### config.mk
export PLATFORM = sky130hd
export DESIGN_NAME = dht_ram
export DESIGN_NICKNAME = d
export VERILOG_FILES = /design/src/rtl/core/dht_ram.sv
export SDC_FILE = /design/constraint.sdc
export NUM_CORES = 1
export LEC_CHECK = 0
export BUFFER_PORTS_ARGS = -buffer_cell sky130_fd_sc_hd__buf_2
export CELL_PAD_IN_SITES_DETAIL_PLACEMENT = 1
export CELL_PAD_IN_SITES_GLOBAL_PLACEMENT = 1
export CORE_ASPECT_RATIO = 1.25
export CORE_MARGIN = 10
export CORE_UTILIZATION = 30
export CTS_CLUSTER_SIZE = 10
export DETAILED_ROUTE_END_ITERATION = 12
export PLACE_DENSITY = 0.59
export SLEW_MARGIN = 20
export SYNTH_ARGS = -nofsm -noshare
export SYNTH_HDL_FRONTEND = slang
export SYNTH_SLANG_ARGS = --single-unit
### constraint.sdc
create_clock -name clk -period 2.33 [get_ports clk]
set_input_delay 0.3495 -clock clk [delete_from_list [all_inputs] [get_ports clk]]
set_output_delay 0.3495 -clock clk [all_outputs]
set_load 0.02 [all_outputs]
### src/rtl/core/dht_ram.sv
module dht_ram #(
  parameter int unsigned WIDTH = 8,
  parameter int unsigned DEPTH = 16
) (
  input  logic                     clk,
  input  logic                     we,
  input  logic [$clog2(DEPTH)-1:0] waddr,
  input  logic [WIDTH-1:0]         wdata,
  input  logic [$clog2(DEPTH)-1:0] raddr,
  output logic [WIDTH-1:0]         rdata
);

  logic [WIDTH-1:0] mem [DEPTH];

  always_ff @(posedge clk) begin
    if (we) begin
      mem[waddr] <= wdata;
    end
    rdata <= mem[raddr];
  end

endmodule

* Word-level counts from Yosys, hierarchy flattened
Memories as Yosys holds them, arrays and structs flattened. A register that Yosys moved wholly into a read port is not among the register bits. Cells that the tools add are included.
Cells by class: multiplexer cells 2
Operator list (number):
- 1-bit 2-to-1 mux | 2
Storage, ports and cells: register bits 0, bits in writable memories 128, output and inout port bits 8, logic and storage cells 3, memories kept 1
Memories:
- mem | depth 16, bits a word 8, rd ports 1, clocked after memory_dff 1, write ports 1, line 13 | logic [WIDTH-1:0] mem [DEPTH];

* Logic depth before layout (Yosys ltp)
Gate-level depths: netlist of run 1.
depth in word-level cells 2, mapped depth 5

* Least setup slack after synthesis of run 1
Ideal clock, no wire load.
kind input to register, from input port waddr[2], to memory mem[0][0] (enable), library setup time 0.383 ns, data arrival time 1.459 ns, setup slack 0.488 ns, stages 2, path through or3b_2 nor3_1
RTL lines:
- from (decl) | line 7 | input logic [$clog2(DEPTH)-1:0] waddr,
- to (decl) | line 13
No word-level cell before the write port.

==> results of run 1 <==
## logic make-up (layout without fill, tap and decap cells)
group	count (synthesis)	after routing	synth area share (%)
compound gates	16	16	2.33
buf+inv	10	82	1.68
flops	136	136	77.8
mux	32	32	15.0
simple gates	35	35	3.18
## sequential cells by signal, indices dropped and copies added, names as in the netlist
register,count
rdata,8
mem,128
## critical path: cells and delay by family
family | cells | cell delay (ns)
multiplexers | 1 | 0.56
buffers and inverters | 2 | 0.69
AO/OA/AOI/OAI | 1 | 0.30
AND/OR/NAND/NOR | 1 | 0.14
## power groups by stage
stage,Combinational (µW),Sequential [µW],Clock [µW]
floorplan,139,2820,0
global placement,280,2800,0
detailed placement,289,2810,0
CTS,290,2760,2600
global route,311,2760,2710
finish,283,2750,2530
## final cells by class
cell class | instances | area (µm²)
Timing Repair Buffer | 50 | 338
Clock inverter | 14 | 139
Sequential cell | 136 | 4000
Tap cell | 220 | 275
Multi-Input combinational cell | 83 | 1060
Clock buffer | 18 | 429
Fill cell | 1673 | 10600
## stage by stage
| step | hold slack [ns] | setup WS [ns] | utilization [%] | instance area (µm²) | power (µW) |
|---|---|---|---|---|---|
| 2_1_floorplan | 0.448 | 0.488 | - | 5150 | 2960 |
| 3_3_place_gp | 0.656 | 0.169 | 33.7 | 5670 | 3080 |
| 3_5_place_dp | 0.656 | 0.153 | 33.7 | 5670 | 3100 |
| 4_1_cts | 0.299 | 0.595 | 37.1 | 6240 | 5650 |
| 5_1_grt | 0.321 | 0.517 | 37.1 | 6240 | 5780 |
| 6_report | 0.316 | 0.574 | 37.1 | 6240 | 5570 |
## cells in the mapped netlist, types with 2 or more instances
cell type	number
nor3_1	4
nand2b_1	2
nor2_1	13
mux4_2	18
edfxtp_1	128
nand2_1	9
a22oi_1	16
mux4_1	14
clkdlybuf4s25_2	3
nand3b_1	2
dfxtp_1	8
buf_6	3
buf_2	3
## layer usage
layer	vias up	global-route usage, %	share of wire, %
li1	1095	-	-
met1	1312	13.9	46
met2	68	16.2	49
met3	8	3.76	4.5
met4	0	3.72	1.0
met5	-	0	0
## final timing paths
| kind | endpoint | slack (ns) | cells past startpoint |
|---|---|---|---|
| max | rdata[3]$_DFF_P_ | 0.57 | 5 |
| min | mem[3][1]$_DFFE_PP_ | 0.32 | 1 |
| max reg2reg | rdata[3]$_DFF_P_ | 0.88 | 3 |
| min reg2reg | rdata[6]$_DFF_P_ | 0.67 | 3 |
## placed cells by master, fill, tap and decap left out, drive strengths merged
master	count
mux4	32
nand3b	2
and2b	1
and2	1
clkinv	5
nor3	4
a22oi	16
nand3	1
nand2b	2
nor2b	1
clkbuf	18
or3b	1
clkinvlp	3
dfxtp	8
bufinv	1
nand2	9
edfxtp	128
inv	5
nor2	13
buf	50
==> metrics.txt, run 1 <==
Netlist cell types=19; Worst Min Path Start=wdata[1]; crit path DAT=2.04 ns; top cell type's share of synthesized area=74.7%; number of synthesized flops with an enable pin=128; layout cells sized above 1=33.2%; DRC Markers=0; P_leak=0.00210 µW; sw power=1230 µW; P per Cell Area=892 nW/µm²; RD Place Congestion=0.731; first-pass detailed-route iteration total=4; Seq cells post-synth=136; Mean Syn Cell Area=22.5 µm²; clock-pin slew on the worst setup and hold paths=0.06 ns; switching part of the total=22.1%; overall routing resource usage=10.7%; # resized after CTS=0; Max Slew Vio Count=0; final setup skew=0.00712 ns; CTS tree=done; dpl cells=489; pin count of the biggest net entering global routing=19; ys flop type=edfxtp_1; cell-internal power=4340 µW; first-pass GRT wire length=17.5 mm; Area growth syn-to-layout=21.3%; PortBufs=25; wire per inst=21.8 µm; fmax=569 MHz; ant diodes=0; Fin. Hold Viols=0; Critical Path Max Stage Delay=0.56 ns; Longest Clk Path Bufs=2; syn_nets=247; drt total wl=11.4 mm; fin nets=306; clock network power share=45.5%; GRT overflow=0; RSZ-0062 raised after global routing=false; Max Cap Viol=0; synth top area cells=edfxtp_1 (75%), mux4_2 (7.9%), mux4_1 (7.1%), dfxtp_1 (3.1%), a22oi_1 (2.3%); Die Y=166 µm; post-route ant nets=0; Reg-to-Reg Start=mem[1][3]$_DFFE_PP_; Setup crit start kind=primary input; Inserted Clock Buffers=17; Clock Latency Late Sink=0.42 ns; Gate power share=5.1%; vias in the first global route=2,729; Final min period=1.76 ns; initial antenna violation count=0; clock sinks=136; Synth Warn #=0; CP endpoint kind=register; # rows=53; Chip Width=137 µm; Synth async-reset ratio=0%; htree depth=4; Root Buffer Master=clkbuf_16; Worst Setup SP=raddr[0]; sequential share of power=49.4%; Worst slew margin=47.1%; Via Count=2,483; Crit Path Category=primary input to register; Worst-Margin Slew=0.791 ns; Via-to-Cell Ratio=4.77; crit-path cells=buf_2, buf_4, mux4_1, a22oi_1, nand2_1; Slowest-stage cell, CP=mux4_1; critical path peak fanout=14; DR iter-0 viols=144; CORE AREA=16,800 µm²; Synth Instances=229; period utilization=75.4%; post-synthesis sequential area ratio=77.8%; DP Wirelength=7.66 mm; Ports=26; worst vdd rail ir drop=0.494 mV; CP Data Required Time=2.61 ns; Post-CTS Setup Inserts=0; setup total negative slack=0 ns; cts hold-fix bufs=0; cell taking the most area after synthesis=edfxtp_1; mapped cell area=5150 µm²; Die Area=22,800 µm²; starting density of the core=30.6%; # setup viols final=0; Hold Path Class=primary input to register; Layout Cells excl Fill=521; run status=completed
No activity file was read; power rests on OpenSTA's default activity.
==> run 2, diff against run 1 <==
--- a/config.mk
+++ b/config.mk
@@ -13,7 +13,7 @@
 export CORE_UTILIZATION = 30
 export CTS_CLUSTER_SIZE = 10
 export DETAILED_ROUTE_END_ITERATION = 12
-export PLACE_DENSITY = 0.59
+export PLACE_DENSITY = 0.61
 export SLEW_MARGIN = 20
 export SYNTH_ARGS = -nofsm -noshare
 export SYNTH_HDL_FRONTEND = slang
==> constraint.sdc (replaced) <==
create_clock -name clk -period 1.4 [get_ports clk]
set_input_delay 0.21 -clock clk [delete_from_list [all_inputs] [get_ports clk]]
set_output_delay 0.21 -clock clk [all_outputs]
set_load 0.02 [all_outputs]
==> metrics.txt, run 2 (synthesis results as in run 1) <==
Gate power share=5.3%; pin count of the biggest net entering global routing=17; commonest cells after routing, fill and taps aside=edfxtp_1 (128), buf_4 (34), buf_2 (25), mux4_2 (20), clkbuf_16 (17); fmax=749 MHz; Ports=26; Worst slew margin=39.1%; DR iter-0 viols=166; Layout Cells excl Fill=534; starting density of the core=30.6%; Max Cap Viol=0; P per Cell Area=1530 nW/µm²; initial antenna violation count=0; GRT overflow=0; placed instance area=5810 µm²; layout cells sized above 1=38.2%; Crit Path Category=register to register; crit path DAT=1.62 ns; max reg flops=128; PortBufs=25; RD Place Congestion=0.732; first-pass GRT wire length=18.5 mm; ant diodes=0; fin nets=319; overall routing resource usage=11.3%; htree depth=4; final setup skew=0.00562 ns; Chip Width=137 µm; CP endpoint kind=register; first-pass detailed-route iteration total=4; top flop regs=mem (128), rdata (8); Setup crit start kind=register; Root Buffer Master=clkbuf_16; period utilization=95.3%; Fin. Hold Viols=0; Via-to-Cell Ratio=4.78; Max Slew Vio Count=0; run status=completed; Post-CTS Setup Inserts=0; # setup viols final=0; Worst Setup Slack, final=0.0654 ns; CTS tree=done; drt total wl=12.2 mm; wire per inst=22.8 µm; Hold Path Class=primary input to register; clock-pin slew on the worst setup and hold paths=0.06 ns; P_leak=0.00221 µW; Die Y=166 µm; setup total negative slack=0 ns; post-route ant nets=0; # rows=53; worst vdd rail ir drop=0.743 mV; Final min period=1.33 ns; CP Data Required Time=1.68 ns; vias in the first global route=2,935; DP Wirelength=8.05 mm; critical path peak fanout=1; cell-internal power=7920 µW; Inserted Clock Buffers=17; Pwr Total=9880 µW; Via Count=2,552; clock sinks=136; dpl cells=502; switching part of the total=19.8%; sw power=1960 µW; Die Area=22,800 µm²; Post-Layout Inst Area=6460 µm²; Clock Latency Late Sink=0.41 ns; Top reg by flops=mem; CORE AREA=16,800 µm²; commonest non-fill, non-tap cell in the layout=edfxtp_1; Longest Clk Path Bufs=2; Area growth syn-to-layout=25.5%; clock network power share=48.3%; DRC Markers=0; pre-CTS setup slack=-0.262 ns; sequential share of power=46.4%; Worst-Margin Slew=0.912 ns
==> run 2: routing by layer <==
metal	GRT usage (%)	vias up	routed length [µm]
li1	-	1117	-
met1	14.1	1362	5290
met2	18.0	59	6170
met3	2.80	14	537
met4	4.82	0	169
met5	0	-	0
==> run 2: path summary, 6_finish.rpt <==
| path | slack [ns] | startpoint | cells past startpoint | to |
|---|---|---|---|---|
| max | 0.07 | mem[9][1]$_DFFE_PP_ | 3 | rdata[1]$_DFF_P_ |
| min | 0.18 | wdata[5] | 1 | mem[15][5]$_DFFE_PP_ |
| max reg2reg | 0.07 | mem[9][1]$_DFFE_PP_ | 3 | rdata[1]$_DFF_P_ |
| min reg2reg | 0.67 | mem[14][2]$_DFFE_PP_ | 3 | rdata[2]$_DFF_P_ |
==> run 2: stage by stage <==
step	hold slack, ns	utilization, %
2_1_floorplan	0.309	-
3_3_place_gp	0.591	34.5
3_5_place_dp	0.606	34.5
4_1_cts	0.157	38.3
5_1_grt	0.179	38.4
6_report	0.179	38.4
==> run 2: what timing repair did <==
item,in CTS,in global routing
endpoints found under the setup margin,0,5
endpoints found under the hold margin,0,0
resized for setup,0,6
hold buffers,0,0
==> run 2: critical path: stages (launching register included) <==
cell	delay, ns
edfxtp_1	0.36
mux4_1	0.52
a22oi_2	0.22
nand2_1	0.12
==> run 2: final cells by class <==
| type | instances | area (µm²) |
|---|---|---|
| clock inverter | 13 | 203 |
| multi-input combinational | 83 | 1080 |
| tap | 220 | 275 |
| fill | 1672 | 10400 |
| clock buffer | 19 | 433 |
| sequential | 136 | 4000 |
| timing repair buffer | 63 | 460 |
==> run 2: power groups by stage <==
| stage | registers, µW | logic [µW] | clock network, µW |
|---|---|---|---|
| 2_1_floorplan | 4690 | 232 | 0 |
| 3_3_place_gp | 4660 | 502 | 0 |
| 3_5_place_dp | 4670 | 521 | 0 |
| 4_1_cts | 4580 | 524 | 4860 |
| 5_1_grt | 4590 | 569 | 5040 |
| 6_report | 4580 | 520 | 4770 |
