### config.mk
export PLATFORM = sky130hd
export DESIGN_NAME = dht_mod
export DESIGN_NICKNAME = d
export VERILOG_FILES = /design/src/rtl/core/dht_pkg.sv /design/src/rtl/core/dht_mod.sv
export SDC_FILE = /design/constraint.sdc
export NUM_CORES = 1
export LEC_CHECK = 0
export BUFFER_PORTS_ARGS = -buffer_cell sky130_fd_sc_hd__buf_2
export CORE_MARGIN = 1
export CORE_UTILIZATION = 65
export CTS_CLUSTER_DIAMETER = 200
export DETAILED_ROUTE_END_ITERATION = 10
export PLACE_DENSITY = 0.9
export SLEW_MARGIN = 20
export SYNTH_ARGS = -nofsm -noshare
export SYNTH_HDL_FRONTEND = slang
export SYNTH_SLANG_ARGS = --single-unit
### constraint.sdc
create_clock -name clk -period 10.8 [get_ports clk]
set_input_delay 2.16 -clock clk [delete_from_list [all_inputs] [get_ports clk]]
set_output_delay 2.16 -clock clk [all_outputs]
set_load 0.05 [all_outputs]
### src/rtl/core/dht_pkg.sv
package dht_pkg;

  localparam int unsigned SLOTS_DEF      = 1021;
  localparam int unsigned VALUE_BITS_DEF = 32;
  localparam logic [63:0] HASH_SEED      = 64'd5381;

  typedef enum logic [1:0] {
    OP_INSERT = 2'd0,
    OP_REMOVE = 2'd1,
    OP_GET    = 2'd2,
    OP_NONE   = 2'd3
  } op_t;

  typedef enum logic [2:0] {
    ST_NEW     = 3'd0,
    ST_UPDATED = 3'd1,
    ST_FOUND   = 3'd2,
    ST_MISSING = 3'd3,
    ST_FULL    = 3'd4
  } status_t;

  typedef enum logic [3:0] {
    S_IDLE,
    S_CLEAR,
    S_MOD_A,
    S_MOD_B,
    S_READ,
    S_WAIT,
    S_CHECK,
    S_DONE
  } state_t;

  typedef struct packed {
    logic [1:0]  op;
    logic [7:0]  key_char;
    logic        key_last;
    logic [31:0] value;
  } in_item_t;

  typedef struct packed {
    logic [2:0]  status;
    logic [31:0] value_out;
    logic [9:0]  live_count;
  } out_item_t;

  typedef struct packed {
    logic start;
    logic busy;
    logic done;
  } mod_ctl_t;

endpackage

### src/rtl/core/dht_mod.sv
module dht_mod #(
  parameter int unsigned DIVISOR = 1021,
  parameter int unsigned OUT_W   = $clog2(DIVISOR)
) (
  input  logic              clk,
  input  logic              rst_n,
  input  logic              start,
  input  logic [63:0]       dividend,
  output logic [OUT_W-1:0]  remainder,
  output dht_pkg::mod_ctl_t ctl
);

  localparam logic [31:0] DIV   = 32'(DIVISOR);
  localparam logic [31:0] RECIP = 32'((64'd1 << 32) / DIVISOR);

  logic [63:0] shift_r;
  logic [31:0] x_r;
  logic [63:0] prod_r;
  logic [31:0] t_r;
  logic [15:0] rem_r;
  logic [2:0]  ph_r;
  logic [1:0]  cnt_r;
  logic        busy_r;
  logic        done_r;

  logic [31:0] x_cur;
  logic [31:0] mul_a, mul_b;
  logic [63:0] mul_p;
  logic [15:0] rem_fix;

  assign x_cur   = {rem_r, shift_r[63:48]};
  assign mul_a   = ph_r[0] ? x_cur : prod_r[63:32];
  assign mul_b   = ph_r[0] ? RECIP : DIV;
  assign mul_p   = 64'(mul_a) * 64'(mul_b);
  assign rem_fix = (t_r >= DIV) ? 16'(t_r - DIV) : t_r[15:0];

  always_ff @(posedge clk) begin
    if (!rst_n) begin
      busy_r <= 1'b0;
      done_r <= 1'b0;
      ph_r   <= 3'b001;
      cnt_r  <= '0;
    end else begin
      done_r <= 1'b0;
      if (start) begin
        busy_r  <= 1'b1;
        ph_r    <= 3'b001;
        cnt_r   <= '0;
        shift_r <= dividend;
        rem_r   <= '0;
      end else if (busy_r) begin
        ph_r <= {ph_r[1:0], ph_r[2]};
        if (ph_r[0]) begin
          x_r     <= x_cur;
          prod_r  <= mul_p;
          shift_r <= {shift_r[47:0], 16'd0};
        end
        if (ph_r[1]) begin
          t_r <= x_r - mul_p[31:0];
        end
        if (ph_r[2]) begin
          rem_r <= rem_fix;
          cnt_r <= cnt_r + 2'd1;
          if (cnt_r == 2'd3) begin
            busy_r <= 1'b0;
            done_r <= 1'b1;
          end
        end
      end
    end
  end

  assign remainder = rem_r[OUT_W-1:0];
  assign ctl.start = start;
  assign ctl.busy  = busy_r;
  assign ctl.done  = done_r;

endmodule

-- Yosys cells after proc, flatten, opt, wreduce, memory -nomap -nowiden
Index checks and enable logic that the tools add are counted.
- $add $sub $neg: 3
- multiply operators: 1
- order comparisons: 1
- equality and inequality tests: 1
- muxes and demuxes: 13
- bitwise operators: 4
- reductions and logical operators: 10
- operators with widths (operator ; number):
    64-bit 2-to-1 mux ; 3
    32-bit by 23-bit multiplier with 55-bit output ; 1
    16-bit 2-to-1 mux ; 3
    32-bit by 10-bit greater-or-equal comparator with 1-bit output, second input constant ; 1
    32-bit 2-to-1 mux ; 1
    32-bit subtractor ; 1
    23-bit 2-to-1 mux ; 1
    16-bit by 10-bit subtractor with 16-bit output, second input constant ; 1
    4-bit AND reduction ; 2
    3-bit AND reduction ; 2
    2-bit nonzero test ; 3
    1-bit 2-to-1 mux ; 5
    1-bit NOT ; 4
    4-bit OR reduction ; 1
    2-bit by 1-bit adder with 2-bit output, second input constant ; 1
    2-bit == test, second input constant ; 1
    2-bit AND reduction ; 1
    2-bit OR reduction ; 1
- register bits after elaboration: 215
- bits of input ports: 67
- output and inout port bits: 13
- logic and storage cells: 42

-- Depth between registers and ports, before layout
- word-level depth: 5
- mapped depth: 37
- gate-level depth less buffers: 35

-- Worst setup path before layout
No wires, ideal clock.
- path type: register -> register
- from: reg ph_r[0]
- to: reg t_r[31], data pin
- arrival time: 7.945 ns
- path slack: 2.589 ns
- stages on the path, launching flop included: 34
- path through: dfxtp_1 > clkbuf_1 > clkbuf_1 > and2_1 > or2_2 > ha_1 > or2_2 > fa_1 > inv_1 > fa_1 > inv_1 > fa_1 > fa_1 > fa_1 > inv_1 > fa_1 > inv_1 > ha_1 > buf_2 > a21o_1 > a31oi_1 > o21ai_0 > nor2_1 > nor2_1 > nor2_1 > xor2_1 > ha_1 > nand2_1 > or4_1 > o211ai_1 > nor2_1 > o21a_1 > o2111a_1 > or3_1
- cells in the longest elaborated chain, start to end: 3
- ends and longest elaborated chain (item ; line ; RTL):
    start: declaration ; dht_mod.sv:21 ; logic [2:0] ph_r;
    start signal: assignment ; dht_mod.sv:52 ; ph_r <= {ph_r[1:0], ph_r[2]};
    32-bit 2-to-1 mux / 23-bit 2-to-1 mux (equally long branches) ; dht_mod.sv:32, dht_mod.sv:33 ;
    32-bit by 23-bit multiplier with 55-bit output * ; dht_mod.sv:34 ; assign mul_p = 64'(mul_a) * 64'(mul_b);
    32-bit subtractor * ; dht_mod.sv:59 ; t_r <= x_r - mul_p[31:0];
    end signal: assignment ; dht_mod.sv:59 ;
    end: declaration ; dht_mod.sv:19 ; logic [31:0] t_r;
Every way passes the cells marked *; elsewhere a longest branch is shown, timed or not.
A chain may end at the register's enable or synchronous reset.

-- Worst setup path after layout
Ends and elaborated chain as after synthesis.

==> flow_metrics.env <==
export IMPL_ys_seq_area_share_pct=25.14
export IMPL_first_pass_iters=8
export IMPL_die_w_um=179.6
export IMPL_cp_arrival_ns=9.65
export IMPL_critPathKind="reg -> reg"
export IMPL_critPathBufInv=5
export IMPL_cts_setup_buffers=0
export IMPL_port_buffers=79
export IMPL_fillCellCount=2137
export IMPL_clk_pin_slew_ns=0.08
export IMPL_skew_ns=0.01848
export IMPL_cp_start_kind="register"
export IMPL_clock_root_buffer="clkbuf_16"
export IMPL_setup_viol=0
export IMPL_drt_iter0_drc=1386
export IMPL_die_area_um2=32260
export IMPL_cts_hold_buffers=0
export IMPL_syn_avg_cell_area_um2=10.54
export IMPL_async_flop_share_pct=0
export IMPL_dpl_cell_area_um2=21310
export IMPL_hp_class="reg -> reg"
export IMPL_worst_slew_pin_slew_ns=0.9779
export IMPL_finalHoldViolations=0
export IMPL_cap_violations=0
export IMPL_fin_area_um2=21920
export IMPL_max_freq_ghz=0.1058
export IMPL_drc=4
export IMPL_synthCells=1945
export IMPL_max_slew_margin_pct=34.12
export IMPL_post_cts_resized=0
export IMPL_endpoint_kind="register"
export IMPL_critPathTopFamily="adder cells"
export IMPL_crit_path_max_fanout=40
export IMPL_ant_nets=0
export IMPL_numCtsBuffers=17
export IMPL_layout_nets=2627
export IMPL_track_usage_pct=34.09
export IMPL_via_per_inst=5.965
export IMPL_clkSinkCount=174
export IMPL_grt_ovfl_total=0
export IMPL_io_pins=80
export IMPL_clkLatencyLatePin_ns=0.45
export IMPL_grt_pass1_vias=15560
export IMPL_violations="DRC"
export IMPL_synth_flop_cell="edfxtp_1"
export IMPL_critPathMostFrequentCell="fa_1"
export IMPL_grt_max_degree=85
export IMPL_drive_gt1_share_pct=9.823
export IMPL_crit_required_ns=11.00
export IMPL_outcome="complete, but fails checks"
export IMPL_synth_area_um2=20510
export IMPL_start_util_pct=66.51
export IMPL_netlist_cell_type_count=64
export IMPL_die_h_um=179.6
export IMPL_synth_edf_count=167
export IMPL_layout_min_cycle_time_ns=9.451
export IMPL_slowest_stage="dfxtp_1"
export IMPL_critPathMaxStageDelay_ns=0.77
export IMPL_clk_path_buf_depth=2
export IMPL_core_area_um2=30830
export IMPL_setup_tns_ns=0
export IMPL_rsz0062_at_grt="no"
export IMPL_grt_pass1_wl_um=83390
export IMPL_tritoncts="built"
export IMPL_num_rows=64
export IMPL_gp_congestion=1.018
export IMPL_drt_total_wl_um=52600
export IMPL_fin_crit_sh_pct=87.51
export IMPL_dp_hpwl_um=43730
export IMPL_yosysWarnings=0
export IMPL_hold_ws_ns=0.4715
export IMPL_synth_seq_cells=174
export IMPL_antenna_found_initial=3
export IMPL_drv_slew=0
export IMPL_vias=14520
export IMPL_cts_htree_levels=4
export IMPL_syn2layout_area_growth_pct=6.913
export IMPL_post_drt_wl_per_cell_um=21.61
==> cell usage in the layout (no fill, tap or decap), types with 6 or more instances in the layout <==
cell type	Yosys	routed
inv_1	381	381
nor3_1	12	12
ha_1	300	300
mux2_2	49	49
o21a_1	10	10
or2_2	26	26
nor2b_1	33	32
and2_1	71	71
nand4_1	25	25
nand2_1	66	66
fa_1	237	237
and3_1	9	9
o211ai_1	10	10
a21o_1	37	37
a31oi_1	14	14
o21ai_1	10	10
buf_4	13	6
conb_1	2	33
nand2b_1	16	16
nand3_1	18	18
a21oi_1	98	98
xor2_1	40	40
dfxtp_1	7	7
a211oi_1	6	6
o21bai_1	18	18
buf_2	4	79
o21ai_0	32	32
clkbuf_16	0	17
xnor2_1	56	56
edfxtp_1	167	167
nor2_1	70	68
==> metrics by stage <==
step                std cells  util, %  worst slack, ns
global placement         2400    69.12            1.801
finish                   2434    71.11            1.349
detailed placement       2400    69.12            1.547
global route             2432    71.10           0.9194
floorplan                1976        -            2.589
CTS                      2432    71.10            1.459
==> cell usage after synthesis (all sizes together), types with 9 or more instances <==
cell    number  area share [%]
a21oi       98             2.4
buf         17            0.57
nand2b      16            0.49
nand2       66             1.2
nor2b       33             1.0
inv        381             7.0
clkbuf      40            0.73
and3         9            0.27
nand4       25            0.76
o211ai      10            0.37
ha         300              18
a31oi       14            0.43
o21bai      18            0.66
xor2        40             1.7
and2        73             2.2
or2         26            0.79
nor3        12            0.29
a21o        37             1.4
nor2        70             1.3
xnor2       56             2.4
fa         237              23
o21a        10            0.37
nand3       18            0.44
o21ai       43             1.1
edfxtp     167              24
mux2        49             2.7
==> routing by layer <==
metal,vias up,routed length [um],GRT usage [%]
li1,6589,-,-
met1,7085,20710,43.70
met2,701,25170,56.70
met3,141,4265,5.916
met4,4,2435,15.93
met5,-,15,0
==> worst register-to-register path, delay by kind of cell (launching register included) <==
kind | cells | cell delay, ns
fa+ha+maj | 9 | 4.05
compound gates | 8 | 1.88
simple gates | 8 | 1.67
flops | 1 | 0.77
buf+inv | 5 | 0.64
xor+xnor | 1 | 0.18
==> state kept, by name, summed over array words and instances, names as in the netlist <==
signal	flops
cnt_r	2
t_r	32
rem_r	16
x_r	32
prod_r	23
done_r	1
ph_r	3
busy_r	1
shift_r	64
==> path summary, 6_finish.rpt <==
path | from | to | slack, ns | depth (start not counted)
worst max-delay path | ph_r[0]$_SDFFE_PN1P_ | t_r[31]$_DFFE_PP_ | 1.35 | 31
worst min-delay path | shift_r[50]$_DFFE_PP_ | x_r[2]$_DFFE_PP_ | 0.47 | 0
worst max register to register | ph_r[0]$_SDFFE_PN1P_ | t_r[31]$_DFFE_PP_ | 1.35 | 31
worst min register to register | shift_r[50]$_DFFE_PP_ | x_r[2]$_DFFE_PP_ | 0.47 | 0
==> logic make-up (layout without fill, tap and decap cells) <==
family / after synthesis / count (layout) / synth area share, %
fa+ha+maj: 537 / 537 / 41.44
flops: 174 / 174 / 25.14
other cells: 2 / 35 / 0.03662
mux: 50 / 50 / 2.740
simple gates: 372 / 372 / 9.635
compound gates: 276 / 276 / 8.628
buf+inv: 438 / 498 / 8.280
xor+xnor: 96 / 96 / 4.100
==> final cells by class <==
| type | instances | area (um2) | area share [%] |
|---|---|---|---|
| repair buffers | 85 | 440.4 | 2.009 |
| flip-flops and latches | 174 | 5155 | 23.51 |
| diodes | 2 | 5.005 | 0.02283 |
| clock inverters | 15 | 185.2 | 0.8447 |
| well taps | 396 | 495.5 | 2.260 |
| multi-input cells | 1364 | 13790 | 62.89 |
| clock buffers | 17 | 425.4 | 1.940 |
| inverters | 381 | 1430 | 6.523 |
Power is not shown: default switching activity piles up to over one toggle a cycle in this logic, so the estimate is an artifact.
